`src/sv/qvr_pkg.sv`:
```
// Shared constants and types for the quaternion vector rotation pipeline.
`default_nettype none

package qvr_pkg;

    // Default component width (signed fixed point, width-1 fraction bits).
    localparam int DATA_WIDTH_DEF = 16;

    // Configuration register index width and register map.
    localparam int REG_IDX_W = 2;

    typedef enum logic [REG_IDX_W-1:0] {
        REG_ROT_W = 2'd0,
        REG_ROT_X = 2'd1,
        REG_ROT_Y = 2'd2,
        REG_ROT_Z = 2'd3
    } t_reg_idx;

    // Hamilton product basis table, components ordered w, x, y, z.
    // e_i * e_j = +/- e_(i xor j); bit j of row i is set where the term is negated.
    localparam logic [3:0] HAM_NEG [4] = '{
        4'b0000,   // w * (w, x, y, z)
        4'b1010,   // x*x = -1, x*z = -y
        4'b0110,   // y*x = -z, y*y = -1
        4'b1100    // z*y = -x, z*z = -1
    };

endpackage

`default_nettype wire

```
`src/sv/qvr_sum_stage.sv`:
```
// Pipeline stage that sums Hamilton terms, rounds to nearest and saturates.
`default_nettype none

module qvr_sum_stage #(
    parameter int W      = qvr_pkg::DATA_WIDTH_DEF,
    parameter bit CONJ_B = 1'b0
) (
    input  logic                  i_clk,
    input  logic                  i_rst_n,
    input  logic                  i_valid,
    output logic                  o_ready,
    input  logic signed [2*W-1:0] i_prod [4][4],
    output logic                  o_valid,
    input  logic                  i_ready,
    output logic signed [W-1:0]   o_res [4]
);

    localparam int SW = 2 * W + 2;
    localparam int F  = W - 1;
    localparam logic signed [SW-1:0] HALF = SW'(1) << (F - 1);
    localparam logic signed [SW-1:0] MAXV = {{(SW-W+1){1'b0}}, {(W-1){1'b1}}};
    localparam logic signed [SW-1:0] MINV = {{(SW-W+1){1'b1}}, {(W-1){1'b0}}};

    logic                r_valid;
    logic                n_valid;
    logic signed [W-1:0] r_res [4];
    logic signed [W-1:0] n_res [4];
    logic signed [SW-1:0] acc [4];
    logic signed [SW-1:0] shifted [4];

    // Exact sum of the four terms that land on each output component,
    // then floor((sum + half) / 2^F) and clamp.
    always_comb begin
        for (int k = 0; k < 4; k++) begin
            acc[k] = '0;
            for (int i = 0; i < 4; i++) begin
                if (qvr_pkg::HAM_NEG[i][i ^ k] ^ (CONJ_B && ((i ^ k) != 0))) begin
                    acc[k] = acc[k] - SW'(i_prod[i][i ^ k]);
                end else begin
                    acc[k] = acc[k] + SW'(i_prod[i][i ^ k]);
                end
            end
            shifted[k] = (acc[k] + HALF) >>> F;
            if (shifted[k] > MAXV) begin
                n_res[k] = MAXV[W-1:0];
            end else if (shifted[k] < MINV) begin
                n_res[k] = MINV[W-1:0];
            end else begin
                n_res[k] = shifted[k][W-1:0];
            end
        end
    end

    assign o_ready = !r_valid || i_ready;
    assign n_valid = o_ready ? i_valid : r_valid;

    always_ff @(posedge i_clk) begin
        if (!i_rst_n) begin
            r_valid <= 1'b0;
        end else begin
            r_valid <= n_valid;
        end
    end

    always_ff @(posedge i_clk) begin
        if (i_valid && o_ready) begin
            r_res <= n_res;
        end
    end

    assign o_valid = r_valid;
    assign o_res   = r_res;

endmodule

`default_nettype wire

```
`config.mk`:
```
export PLATFORM = sky130hd
export DESIGN_NAME = qvr_sum_stage
export DESIGN_NICKNAME = d
export VERILOG_FILES = /design/src/sv/qvr_pkg.sv /design/src/sv/qvr_sum_stage.sv
export SDC_FILE = /design/constraint.sdc
export NUM_CORES = 1
export LEC_CHECK = 0
export ABC_CLOCK_PERIOD_IN_PS = 5920
export BUFFER_PORTS_ARGS = -buffer_cell sky130_fd_sc_hd__buf_2
export CAP_MARGIN = 20
export CORE_AREA = 5 5 222 224
export CTS_CLUSTER_SIZE = 8
export DETAILED_ROUTE_END_ITERATION = 16
export DIE_AREA = 0 0 227 229
export HOLD_SLACK_MARGIN = 0.05
export REMOVE_ABC_BUFFERS = 1
export SLEW_MARGIN = 5
export SYNTH_ARGS = -nofsm -noshare
export SYNTH_HDL_FRONTEND = slang
export SYNTH_SLANG_ARGS = --single-unit
```
`constraint.sdc`:
```
create_clock -name i_clk -period 5.92 [get_ports i_clk]
set_clock_uncertainty 0.05 [all_clocks]
set_input_delay 0.296 -clock i_clk [delete_from_list [all_inputs] [get_ports i_clk]]
set_output_delay 0.296 -clock i_clk [all_outputs]
set_load 0.1 [all_outputs]
```
==> key figures <==
Run status
  – Status: finished, final reports clean

Drt
  – Routed wire length: roughly 44 mm
  – Wire length per cell: 16.19 microns
  – Routed Antenna Nets: 0
  – Initial DRT Pass Iterations: 5
  – Via count: ~13000
  – First DRT Iteration DRCs: 500
  – Via/cell ratio: 4.790
  – DRC Markers: 0

Logic synthesis
  – Top post-synthesis cells by area: fa_1, ha_1, edfxtp_1
  – Cell taking the most area after synthesis: fa_1
  – Count leader, synth: inv_1
  – Netlist Area Pre-Place: 15570 sq um
  – Flops & latches, synth: 65
  – Avg Synthesized Cell Area: 10.19 sq um
  – Post-synth EDFFs: 64
  – Post-synthesis sequential area ratio: 0.1247
  – Synth warn: 0
  – Async set-reset flop share out of synthesis: 0
  – Ys flop type: edfxtp_1
  – Area share of the leading cell type in the synthesized netlist: 0.3241
  – Post-Synthesis Cells: 1528
  – Synth unique cells: 72
  – Commonest cells in the synthesized netlist: inv_1, ha_1, fa_1

Pwr
  – Worst vdd ir: roughly 0.26 mV
  – Int Power: 3865 uW
  – Power per cell area: 463.7 nW/um^2
  – Sw frac: 0.5731
  – Leak: 0.01032 uW
  – Sequential group share of total power: 0.117
  – Combinational Power Share: 0.813
  – Psw: 5188 uW
  – Clock share of power: 0.070

Placement
  – Pre-CTS WS: 0.5982 ns
  – Final Wtd Congestion: slightly below 0.9
  – Port Buffers: 581
  – HPWL Detailed: between 40 and 50 mm

Cells and area
  – Layout area overhead: 25.40%
  – Fraction of layout cells with a size suffix above 1: 0.3000
  – Filler cells: about 4600
  – Layout Nets: 3133

CTS
  – Clock tree sinks: 65
  – CTS resizes: 0
  – Post-CTS Hold Fix Bufs: 0
  – Maximum clock insertion buffer count: 2
  – Root Driver: clkbuf_16
  – CTS tree: done
  – CTS Buf Count: 9
  – Worst skew pair latency: approximately 0.35 ns
  – H-tree depth: 3
  – Post-CTS setup buffer count: 0
  – Worst-path clk slew: 0.06 ns

GRT
  – Total gr overflow: 0
  – Gr usage total: 0.1675
  – First-pass GRT wire length: 70.58 mm
  – Initial antenna violation count: 2
  – Largest net degree at the start of global routing: 65
  – Vias in the first global route: between 10000 and 15000

Critical path
  – CP max FO: 15
  – CP startpoint kind: input pin
  – WP data required: 5.97 ns
  – CP arrival: 4.88 ns
  – R2R setup slack: 4.23 ns
  – Worst Setup End Kind: flip-flop
  – Kind of critical path: input pin to flip-flop
  – Reg2Reg Depth: 2

Die
  – Initial core utilization: 0.3302
  – Core area: ~47000 sq um
  – Die Wd: 227 microns
  – Top Ports: 582
  – Die ar.: 51980 sq um
  – Die Ht: 229 microns
  – Rows: 80

Worst hold path
  – Hold WC Path Type: input pin to flip-flop
  – WHS Path Cells: 2

Timing
  – Endpoints failing setup: 0
  – Final number of max-transition violations: 0
  – Worst setup margin: 1.092 ns
  – Clock period minus worst slack: a little under 5 ns
  – Setup TNS: 0 ns
  – Final Hold Viols: 0
  – Worst-Margin Slew: 0.9547 ns
  – Peak Freq: 0.2071 GHz
  – Fin Hold WS: 0.1417 ns
  – Fin crit share: 0.8156
  – Headroom to the max-slew limit: 0.3635
  – RSZ-0062 raised after global routing: false

Run
  – Max_cap viols: 0
## flip-flops by register name, summed over array words and instances, names as in the netlist
signal,cells
o_res,64
o_valid,1
## layout by cell type, fill, tap and decap left out, types with 5 or more instances in the layout
master	n
nand2b_1	11
nand4_1	24
and3_1	10
xor2_1	40
a21o_1	83
xnor2_1	39
a21o_2	5
a31oi_1	5
ha_1	260
nand2_1	82
and2_1	8
edfxtp_1	64
o21a_1	7
buf_2	581
a211oi_1	8
o21bai_1	11
and4_1	5
fa_1	252
nor2_1	36
inv_1	280
nor2b_1	11
clkbuf_16	9
o211ai_1	6
o21ai_0	49
nand3_1	22
nor3_1	10
a21oi_1	105
## critical path, cell delays in order
cell	delay, ns
buf_2	0.11
fa_1	0.43
fa_1	0.53
fa_1	0.42
ha_1	0.37
a21oi_2	0.18
nor2_1	0.09
a2111oi_4	0.28
a31oi_2	0.19
o21ai_4	0.34
o31ai_4	0.14
or3_1	0.35
and3_4	0.21
a2111oi_4	0.36
a41oi_2	0.20
a31o_2	0.37
## worst paths after layout
check              start  endpoint
min reg2reg      o_valid   o_valid
min              i_rst_n   o_valid
max reg2reg      o_valid  o_res[2]
max          i_prod[109]  o_res[6]
## final cells by class
cell class,count,area [sq um],area share
clock inverters,7,108.9,0.005577
diodes,2,5.005,0.0002564
flip-flops and latches,65,1942,0.09948
multi-input cells,1165,12490,0.6398
well taps,615,769.5,0.03942
clock buffers,9,225.2,0.01154
repair buffers,584,2930,0.1501
inverters,280,1051,0.05384
## per-stage QoR
stage / cells / utilization / area [sq um] / total power (uW)
after global placement: 2708 / 0.4067 / 19170 / 8373
after detailed placement: 2708 / 0.4067 / 19170 / 8462
after global routing: 2726 / 0.4140 / 19520 / 9910
final: 2727 / 0.4140 / 19520 / 9052
after floorplan: 1510 / - / 15480 / 6770
after CTS: 2724 / 0.4138 / 19510 / 9173
## logic make-up (layout without fill, tap and decap cells)
kind of cell    after synthesis  in the layout  synth area share
buf+inv                     298            880           0.07315
xor+xnor                     79             79           0.04445
fa+ha+maj                   512            512            0.5331
flops                        65             65            0.1247
compound gates              341            341            0.1506
simple gates                233            233           0.07403
other cells                   0              2                 0
## power groups by stage
stage	Sequential (uW)	Combinational, uW	Clock [uW]
2_1_floorplan	2760	4010	0
4_1_cts	1070	7450	662
5_1_grt	1080	8150	679
6_report	1060	7360	629
3_3_place_gp	1070	7310	0
3_5_place_dp	1070	7390	0
## per-layer routing
metal / global-route usage / vias to the layer above / wire, microns
li1: - / 6342 / -
met1: 0.2050 / 6281 / 18060
met2: 0.3051 / 401 / 22430
met3: 0.03265 / 38 / 2889
met4: 0.03532 / 0 / 769
met5: 0 / - / 0
(Power assumes the default switching activity.)
